[src/mck_pkg.sv]
`timescale 1ns / 1ps
`default_nettype none

package mck_pkg;

    localparam int DATA_W      = 16;
    localparam int CHAR_W      = 8;
    localparam int TABLE_SYMS  = 4;
    localparam int MAX_SYMBOLS = 4;
    localparam int CNT_W       = $clog2(TABLE_SYMS + 1);
    localparam int SYM_IDX_W   = $clog2(TABLE_SYMS);
    localparam int LETTER_W    = 5;
    localparam int QUEUE_DEPTH = 2;
    localparam int CFG_INDEX_W = 2;

    localparam logic [CHAR_W-1:0] CHAR_A     = 8'h41;
    localparam logic [CHAR_W-1:0] CHAR_Z     = 8'h5A;
    localparam logic [CHAR_W-1:0] CHAR_SPACE = 8'h20;

    localparam logic SYM_DOT  = 1'b0;
    localparam logic SYM_DASH = 1'b1;

    localparam logic [DATA_W-1:0] DOT_LENGTH_RESET  = 16'd100;
    localparam logic [DATA_W-1:0] DASH_LENGTH_RESET = 16'd300;
    localparam logic [DATA_W-1:0] LETTER_GAP_RESET  = 16'd300;
    localparam logic [DATA_W-1:0] WORD_GAP_RESET    = 16'd700;

    typedef enum logic [CFG_INDEX_W-1:0] {
        REG_DOT_LENGTH  = 2'd0,
        REG_DASH_LENGTH = 2'd1,
        REG_LETTER_GAP  = 2'd2,
        REG_WORD_GAP    = 2'd3
    } cfg_index_t;

    typedef struct packed {
        logic [DATA_W-1:0] dot_length;
        logic [DATA_W-1:0] dash_length;
        logic [DATA_W-1:0] letter_gap;
        logic [DATA_W-1:0] word_gap;
    } timing_cfg_t;

    // Bit i of the pattern is the kind of symbol i, sent from bit 0 upward.
    typedef struct packed {
        logic [CNT_W-1:0]      len;
        logic [TABLE_SYMS-1:0] pattern;
    } morse_code_t;

    typedef struct packed {
        logic                  is_space;
        logic [CNT_W-1:0]      count;
        logic [TABLE_SYMS-1:0] pattern;
    } seg_job_t;

    function automatic morse_code_t letter_code(input logic [LETTER_W-1:0] idx);
        morse_code_t code;
        code = '{len: 3'd0, pattern: 4'b0000};
        case (idx)
            5'd0:    code = '{len: 3'd2, pattern: 4'b0010};
            5'd1:    code = '{len: 3'd4, pattern: 4'b0001};
            5'd2:    code = '{len: 3'd4, pattern: 4'b0101};
            5'd3:    code = '{len: 3'd3, pattern: 4'b0001};
            5'd4:    code = '{len: 3'd1, pattern: 4'b0000};
            5'd5:    code = '{len: 3'd4, pattern: 4'b0100};
            5'd6:    code = '{len: 3'd3, pattern: 4'b0011};
            5'd7:    code = '{len: 3'd4, pattern: 4'b0000};
            5'd8:    code = '{len: 3'd2, pattern: 4'b0000};
            5'd9:    code = '{len: 3'd4, pattern: 4'b1110};
            5'd10:   code = '{len: 3'd3, pattern: 4'b0101};
            5'd11:   code = '{len: 3'd4, pattern: 4'b0010};
            5'd12:   code = '{len: 3'd2, pattern: 4'b0011};
            5'd13:   code = '{len: 3'd2, pattern: 4'b0001};
            5'd14:   code = '{len: 3'd3, pattern: 4'b0111};
            5'd15:   code = '{len: 3'd4, pattern: 4'b0110};
            5'd16:   code = '{len: 3'd4, pattern: 4'b1011};
            5'd17:   code = '{len: 3'd3, pattern: 4'b0010};
            5'd18:   code = '{len: 3'd3, pattern: 4'b0000};
            5'd19:   code = '{len: 3'd1, pattern: 4'b0001};
            5'd20:   code = '{len: 3'd3, pattern: 4'b0100};
            5'd21:   code = '{len: 3'd4, pattern: 4'b1000};
            5'd22:   code = '{len: 3'd3, pattern: 4'b0110};
            5'd23:   code = '{len: 3'd4, pattern: 4'b1001};
            5'd24:   code = '{len: 3'd4, pattern: 4'b1101};
            5'd25:   code = '{len: 3'd4, pattern: 4'b0011};
            default: code = '{len: 3'd0, pattern: 4'b0000};
        endcase
        return code;
    endfunction

endpackage

`default_nettype wire

[src/mck_front.sv]
`timescale 1ns / 1ps
`default_nettype none

module mck_front #(
    parameter int MAX_SYMBOLS = mck_pkg::MAX_SYMBOLS
) (
    input  wire logic                         in_valid,
    output logic                              in_ready,
    input  wire logic [mck_pkg::CHAR_W-1:0]   character,
    output logic                              push,
    output mck_pkg::seg_job_t                 push_job,
    input  wire logic                         queue_full
);

    mck_pkg::morse_code_t code;
    logic [mck_pkg::CHAR_W-1:0] letter_offset;

    assign in_ready      = !queue_full;
    assign push          = in_valid && !queue_full;
    assign letter_offset = character - mck_pkg::CHAR_A;

    always_comb
    begin
        code     = mck_pkg::letter_code(letter_offset[mck_pkg::LETTER_W-1:0]);
        push_job = '{is_space: 1'b0, count: '0, pattern: '0};
        if (character == mck_pkg::CHAR_SPACE)
        begin
            push_job.is_space = 1'b1;
        end
        else if (character inside {[mck_pkg::CHAR_A:mck_pkg::CHAR_Z]})
        begin
            push_job.pattern = code.pattern;
            if (code.len > mck_pkg::CNT_W'(MAX_SYMBOLS))
            begin
                push_job.count = mck_pkg::CNT_W'(MAX_SYMBOLS);
            end
            else
            begin
                push_job.count = code.len;
            end
        end
    end

endmodule

`default_nettype wire

[src/mck_queue.sv]
`timescale 1ns / 1ps
`default_nettype none

module mck_queue (
    input  wire logic              clk,
    input  wire logic              rst_n,
    input  wire logic              push,
    input  wire mck_pkg::seg_job_t push_job,
    output logic                   full,
    input  wire logic              pop,
    output logic                   pop_valid,
    output mck_pkg::seg_job_t      pop_job
);

    localparam int DEPTH = mck_pkg::QUEUE_DEPTH;
    localparam int PTR_W = (DEPTH > 1) ? $clog2(DEPTH) : 1;
    localparam int FILL_W = $clog2(DEPTH + 1);

    mck_pkg::seg_job_t entry_reg [DEPTH];
    logic [PTR_W-1:0]  wr_ptr_reg, wr_ptr_next;
    logic [PTR_W-1:0]  rd_ptr_reg, rd_ptr_next;
    logic [FILL_W-1:0] fill_reg, fill_next;

    assign full      = (fill_reg == FILL_W'(DEPTH));
    assign pop_valid = (fill_reg != '0);
    assign pop_job   = entry_reg[rd_ptr_reg];

    always_comb
    begin
        wr_ptr_next = wr_ptr_reg;
        rd_ptr_next = rd_ptr_reg;
        fill_next   = fill_reg;
        if (push)
        begin
            wr_ptr_next = (wr_ptr_reg == PTR_W'(DEPTH - 1)) ? '0 : wr_ptr_reg + 1'b1;
        end
        if (pop)
        begin
            rd_ptr_next = (rd_ptr_reg == PTR_W'(DEPTH - 1)) ? '0 : rd_ptr_reg + 1'b1;
        end
        if (push && !pop)
        begin
            fill_next = fill_reg + 1'b1;
        end
        else if (pop && !push)
        begin
            fill_next = fill_reg - 1'b1;
        end
    end

    always_ff @(posedge clk or negedge rst_n)
    begin
        if (!rst_n)
        begin
            wr_ptr_reg <= '0;
            rd_ptr_reg <= '0;
            fill_reg   <= '0;
        end
        else
        begin
            wr_ptr_reg <= wr_ptr_next;
            rd_ptr_reg <= rd_ptr_next;
            fill_reg   <= fill_next;
        end
    end

    always_ff @(posedge clk)
    begin
        if (push)
        begin
            entry_reg[wr_ptr_reg] <= push_job;
        end
    end

endmodule

`default_nettype wire

[src/mck_back.sv]
`timescale 1ns / 1ps
`default_nettype none

module mck_back (
    input  wire logic                         clk,
    input  wire logic                         rst_n,
    input  wire mck_pkg::timing_cfg_t         timing,
    input  wire logic                         job_valid,
    input  wire mck_pkg::seg_job_t            job,
    output logic                              pop,
    output logic                              out_valid,
    input  wire logic                         out_ready,
    output logic                              led_lit,
    output logic [mck_pkg::DATA_W-1:0]        duration,
    output logic                              last_segment
);

    mck_pkg::seg_job_t job_reg;
    logic                      active_reg, active_next;
    logic [mck_pkg::CNT_W-1:0] sym_reg, sym_next;
    logic                      gap_reg, gap_next;
    logic                      out_valid_reg;
    logic                      led_lit_reg;
    logic [mck_pkg::DATA_W-1:0] duration_reg;
    logic                      last_segment_reg;

    logic                      load_ok;
    logic                      advance;
    logic                      seg_lit;
    logic [mck_pkg::DATA_W-1:0] seg_len;
    logic                      seg_last;

    assign load_ok = !out_valid_reg || out_ready;
    assign advance = active_reg && load_ok;
    assign pop     = job_valid && (!active_reg || (advance && seg_last));

    always_comb
    begin
        seg_lit  = 1'b0;
        seg_len  = timing.letter_gap;
        seg_last = 1'b1;
        if (job_reg.is_space)
        begin
            seg_len = timing.word_gap;
        end
        else if (sym_reg < job_reg.count)
        begin
            seg_last = 1'b0;
            if (gap_reg)
            begin
                seg_len = timing.dot_length;
            end
            else
            begin
                seg_lit = 1'b1;
                if (job_reg.pattern[sym_reg[mck_pkg::SYM_IDX_W-1:0]] == mck_pkg::SYM_DASH)
                begin
                    seg_len = timing.dash_length;
                end
                else
                begin
                    seg_len = timing.dot_length;
                end
            end
        end
    end

    always_comb
    begin
        active_next = active_reg;
        sym_next    = sym_reg;
        gap_next    = gap_reg;
        if (advance)
        begin
            if (seg_last)
            begin
                active_next = 1'b0;
            end
            else if (gap_reg)
            begin
                gap_next = 1'b0;
                sym_next = sym_reg + 1'b1;
            end
            else
            begin
                gap_next = 1'b1;
            end
        end
        if (pop)
        begin
            active_next = 1'b1;
            sym_next    = '0;
            gap_next    = 1'b0;
        end
    end

    always_ff @(posedge clk or negedge rst_n)
    begin
        if (!rst_n)
        begin
            active_reg    <= 1'b0;
            sym_reg       <= '0;
            gap_reg       <= 1'b0;
            out_valid_reg <= 1'b0;
        end
        else
        begin
            active_reg <= active_next;
            sym_reg    <= sym_next;
            gap_reg    <= gap_next;
            if (advance)
            begin
                out_valid_reg <= 1'b1;
            end
            else if (out_ready)
            begin
                out_valid_reg <= 1'b0;
            end
        end
    end

    always_ff @(posedge clk)
    begin
        if (pop)
        begin
            job_reg <= job;
        end
        if (advance)
        begin
            led_lit_reg      <= seg_lit;
            duration_reg     <= seg_len;
            last_segment_reg <= seg_last;
        end
    end

    assign out_valid    = out_valid_reg;
    assign led_lit      = led_lit_reg;
    assign duration     = duration_reg;
    assign last_segment = last_segment_reg;

endmodule

`default_nettype wire

[src/morse_character_keyer.sv]
`timescale 1ns / 1ps
`default_nettype none

// Keys ASCII characters in International Morse code as a run of LED timing items, each
// a level, a duration in time units and a flag on the final item of its character. A
// space gives one dark item of word_gap length; a letter A to Z gives a lit item per dot
// or dash followed by a dark dot-length gap, then a dark letter_gap item; any other code
// gives the letter_gap item alone. A character is accepted into a two-entry queue and
// produces 1 to 9 output items, one per cycle from the segment sequencer while out_ready
// is held high. When the keyer is idle, a character is written into the queue, popped into
// the sequencer's job register, and its first item is then registered onto the output. Timing
// registers are written through the configuration channel, which is always ready.

module morse_character_keyer #(
    parameter int MAX_SYMBOLS = mck_pkg::MAX_SYMBOLS
) (
    input  wire logic                                clk,
    input  wire logic                                rst_n,
    input  wire logic                                cfg_valid,
    output logic                                     cfg_ready,
    input  wire logic [mck_pkg::CFG_INDEX_W-1:0]     cfg_index,
    input  wire logic [mck_pkg::DATA_W-1:0]          cfg_data,
    input  wire logic                                in_valid,
    output logic                                     in_ready,
    input  wire logic [mck_pkg::CHAR_W-1:0]          character,
    output logic                                     out_valid,
    input  wire logic                                out_ready,
    output logic                                     led_lit,
    output logic [mck_pkg::DATA_W-1:0]               duration,
    output logic                                     last_segment
);

    mck_pkg::timing_cfg_t timing_reg;
    mck_pkg::seg_job_t    push_job;
    mck_pkg::seg_job_t    pop_job;
    logic                 push;
    logic                 pop;
    logic                 queue_full;
    logic                 pop_valid;

    assign cfg_ready = 1'b1;

    always_ff @(posedge clk or negedge rst_n)
    begin
        if (!rst_n)
        begin
            timing_reg.dot_length  <= mck_pkg::DOT_LENGTH_RESET;
            timing_reg.dash_length <= mck_pkg::DASH_LENGTH_RESET;
            timing_reg.letter_gap  <= mck_pkg::LETTER_GAP_RESET;
            timing_reg.word_gap    <= mck_pkg::WORD_GAP_RESET;
        end
        else if (cfg_valid)
        begin
            case (mck_pkg::cfg_index_t'(cfg_index))
                mck_pkg::REG_DOT_LENGTH:  timing_reg.dot_length  <= cfg_data;
                mck_pkg::REG_DASH_LENGTH: timing_reg.dash_length <= cfg_data;
                mck_pkg::REG_LETTER_GAP:  timing_reg.letter_gap  <= cfg_data;
                mck_pkg::REG_WORD_GAP:    timing_reg.word_gap    <= cfg_data;
                default:                  timing_reg             <= timing_reg;
            endcase
        end
    end

    mck_front #(
        .MAX_SYMBOLS (MAX_SYMBOLS)
    ) u_front (
        .in_valid   (in_valid),
        .in_ready   (in_ready),
        .character  (character),
        .push       (push),
        .push_job   (push_job),
        .queue_full (queue_full)
    );

    mck_queue u_queue (
        .clk       (clk),
        .rst_n     (rst_n),
        .push      (push),
        .push_job  (push_job),
        .full      (queue_full),
        .pop       (pop),
        .pop_valid (pop_valid),
        .pop_job   (pop_job)
    );

    mck_back u_back (
        .clk          (clk),
        .rst_n        (rst_n),
        .timing       (timing_reg),
        .job_valid    (pop_valid),
        .job          (pop_job),
        .pop          (pop),
        .out_valid    (out_valid),
        .out_ready    (out_ready),
        .led_lit      (led_lit),
        .duration     (duration),
        .last_segment (last_segment)
    );

endmodule

`default_nettype wire
[config.mk]
export PLATFORM = sky130hd
export DESIGN_NAME = morse_character_keyer
export DESIGN_NICKNAME = d
export VERILOG_FILES = /design/src/mck_pkg.sv /design/src/mck_front.sv /design/src/mck_queue.sv /design/src/mck_back.sv /design/src/morse_character_keyer.sv
export SDC_FILE = /design/constraint.sdc
export NUM_CORES = 1
export LEC_CHECK = 0
export BUFFER_PORTS_ARGS = -buffer_cell sky130_fd_sc_hd__buf_4
export CELL_PAD_IN_SITES_DETAIL_PLACEMENT = 1
export CELL_PAD_IN_SITES_GLOBAL_PLACEMENT = 2
export CORE_UTILIZATION = 37
export CTS_CLUSTER_SIZE = 40
export DETAILED_ROUTE_END_ITERATION = 8
export PLACE_DENSITY_LB_ADDON = 0.25
export RECOVER_POWER = 25
export SYNTH_ARGS = -nofsm -noshare
export SYNTH_HDL_FRONTEND = slang
export SYNTH_SLANG_ARGS = --single-unit
[constraint.sdc]
create_clock -name clk -period 2.3 [get_ports clk]
set_input_delay 0.23 -clock clk [delete_from_list [all_inputs] [get_ports clk]]
set_output_delay 0.23 -clock clk [all_outputs]
set_load 0.02 [all_outputs]
==> impl_metrics.env <==
export IMPL_rsz0062_at_grt="false"
export IMPL_cts_setup_buffers=0
export IMPL_drt_vias_per_instance=5.17
export IMPL_min_path_type="in -> reg"
export IMPL_dp_hpwl_mm=8.76
export IMPL_grt_max_degree=40
export IMPL_num_rows=45
export IMPL_io_pins=52
export IMPL_crit_buf_inv=1
export IMPL_path_delay_family="multiplexers"
export IMPL_synthAdderAreaFrac_pct=2.62
export IMPL_ys_top_cells_by_area="dfrtp_1 25%, edfxtp_1 22%, mux2_2 14%"
export IMPL_maxCapViolCount=0
export IMPL_cts_max_path_buffers=2
export IMPL_fin_hold_ws_ns=0.0780
export IMPL_crit_cells=7
export IMPL_place_congestion=0.860
export IMPL_largest_reg_flops=64
export IMPL_final_common_cell="mux2_2"
export IMPL_startpoint="u_back.sym_reg[0]"
export IMPL_antenna_cells=0
export IMPL_fmax_mhz=466
export IMPL_leakagePower_uw=0.00298
export IMPL_yosys_area_top_type="dfrtp_1"
export IMPL_synth_nets=510
export IMPL_cp_end_kind="flip-flop"
export IMPL_cts_clk_slew_worst_paths_ns=0.06
export IMPL_syn_area_sq_um=5730
export IMPL_powerDensity_nw_per_um2=1190
export IMPL_die_height_um=126
export IMPL_ff_latch_area_sq_um=3140
export IMPL_area_delta_synth_final_pct=23.5
export IMPL_synth_area_mux_share_pct=18.3
export IMPL_multiInputGateArea_sq_um=2350
export IMPL_max_stage_delay_ns=0.51
export IMPL_synth_edf_count=42
export IMPL_die_w_um=126
export IMPL_critPathKind="reg -> reg"
export IMPL_drtAntennaViolNets=0
export IMPL_final_cell_mix="73 x mux2_2, 72 x buf_4, 56 x dfrtp_1"
export IMPL_nFillCells=1561
export IMPL_io_buffers=50
export IMPL_skew_ns=0.00762
export IMPL_drt_iter0_markers=119
export IMPL_holdPathStages=2
export IMPL_drive_gt1_share_pct=38.6
export IMPL_power_total_uw=8410
export IMPL_clkSinkCount=116
export IMPL_gr_total_overflow=0
export IMPL_wl_mm=12.9
export IMPL_vdd_drop_max_mv=0.604
export IMPL_post_route_period_util_pct=93.3
export IMPL_cp_max_fo=16
export IMPL_r2r_cells=7
export IMPL_postSynth_asyncResetShare_pct=63.8
export IMPL_nets=582
export IMPL_grt_usage_pct=17.9
export IMPL_synth_compound_area_share_pct=9.58
export IMPL_final_area_sq_um=7080
export IMPL_min_from="cfg_data[9]"
export IMPL_synth_cell_types=57
export IMPL_clockRootBuffer="clkbuf_16"
export IMPL_slew_viol_final=0
export IMPL_cp_arrival_ns=2.26
export IMPL_setup_viol=0
export IMPL_worstReg2RegStart="u_back.sym_reg[0]"
export IMPL_synth_ff_type="dfrtp_1"
export IMPL_synth_top_area_share_pct=24.9
export IMPL_dr_total_vias=3823
export IMPL_synth_xor_area_share_pct=2.12
export IMPL_drc=0
export IMPL_ys_seq_area_share_pct=54.7
export IMPL_drt_first_pass_iters=4
export IMPL_synth_simple_area_share_pct=8.16
export IMPL_cp_cell_sequence="mux4_2 > nand2b_1 > buf_12 > mux2i_1 > nor2_1 > a211oi_2 > a21oi_1"
export IMPL_wl_per_cell_um=17.5
export IMPL_critPathRequiredTime_ns=2.42
export IMPL_core_sq_um=15100
export IMPL_period_needed_ns=2.15
export IMPL_dpl_cell_area_sq_um=6460
export IMPL_ys_ff_latch=116
export IMPL_crit_path_top_delay_cell="mux4_2"
export IMPL_ys_warn_count=0
export IMPL_grt_pass1_wl_mm=21.7
export IMPL_synth_cells=467
export IMPL_die_area_sq_um=16000
export IMPL_slew_headroom_pct=20.2
export IMPL_hold_viol=0
export IMPL_setup_tns_final_ns=0
export IMPL_grt_pass1_vias=4141
export IMPL_antenna_found_initial=0
export IMPL_tightest_slew_ns=1.20
export IMPL_htree_levels=4
export IMPL_critPathLaunchType="flip-flop"
export IMPL_synth_top_family_by_area="multiplexers"
export IMPL_syn_avg_cell_area_sq_um=12.3
export IMPL_status="finished clean"
export IMPL_clkLatencyLatePin_ns=0.41
export IMPL_cts_buffers=17
export IMPL_cts_tree="built"
export IMPL_start_util_pct=37.8
-- path summary, 6_finish.rpt --
path / endpoint / slack (ns)
worst max-delay path: u_back.duration[15] / 0.15
worst min-delay path: timing_reg[9] / 0.08
worst max register to register: u_back.duration[15] / 0.15
worst min register to register: u_queue.wr_ptr_reg / 0.50
max in group asynchronous: timing_reg[40] / 0.98
min in group asynchronous: u_queue.fill_reg[0] / 0.51
-- layout make-up --
type / instances / share of cell area [%]
Clock inverter: 11 / 1.54
Sequential cell: 116 / 44.3
Timing Repair Buffer: 80 / 8.86
Multi-Input combinational cell: 293 / 33.2
Clock buffer: 21 / 7.11
Inverter: 31 / 1.64
Tap cell: 188 / 3.32
-- what timing repair did --
action / in CTS / in global routing
gates resized for setup: 0 / 2
endpoints found under the hold margin: 26 / 0
hold buffers: 1 / 0
endpoints found under the setup margin: 0 / 1
-- synthesized netlist by cell type, types with 2 or more instances --
cell type  number
mux2_2         73
dfrtp_1        57
edfxtp_1       42
nor2_1         41
a21oi_1        32
inv_1          28
a211oi_1       18
mux2i_1        18
dfstp_2        17
ha_1           12
buf_2          11
clkbuf_1       11
nand2_1         9
nand2b_1        9
xnor2_1         9
nand3_1         7
o211ai_1        6
nand3b_1        4
nor3_1          4
o21ai_0         4
a21o_1          3
buf_6           3
inv_2           3
nand4_1         3
xor2_1          3
a221oi_1        2
a31oi_1         2
and3_1          2
mux4_2          2
nor3_4          2
nor4_1          2
o221ai_1        2
o22ai_1         2
-- cell families (layout without fill, tap and decap cells) --
kind of cell,Yosys count,after routing
and+or+nand+nor,91,91
xor gates and xnor gates,13,13
AOI/OAI and AO/OA,83,83
other,1,1
adders and majority gates,12,12
muxes,93,93
DFF,116,116
buffers and inverters,58,143
-- metal layers --
metal  global-route usage [%]  up-vias  wire length (um)
met4                     5.81        0               178
met5                        0        -                 0
met1                     22.2     1925              5830
met2                     30.9       58              6550
met3                     3.92       14               379
li1                         -     1826                 -
-- power breakdown --
| part | switching, uW | internal, uW | total, uW |
|---|---|---|---|
| Combinational | 1390 | 1170 | 2560 |
| Sequential | 291 | 2910 | 3200 |
| Clock | 956 | 1690 | 2640 |
-- metrics by stage --
step,setup slack [ns],instances,util (%)
after floorplan,0.0970,467,-
final,0.154,740,46.7
after global placement,0.168,707,42.7
after detailed placement,0.0951,707,42.7
after CTS,0.0283,740,46.8
after global routing,0.0106,740,46.7
(Power assumes the default switching activity.)
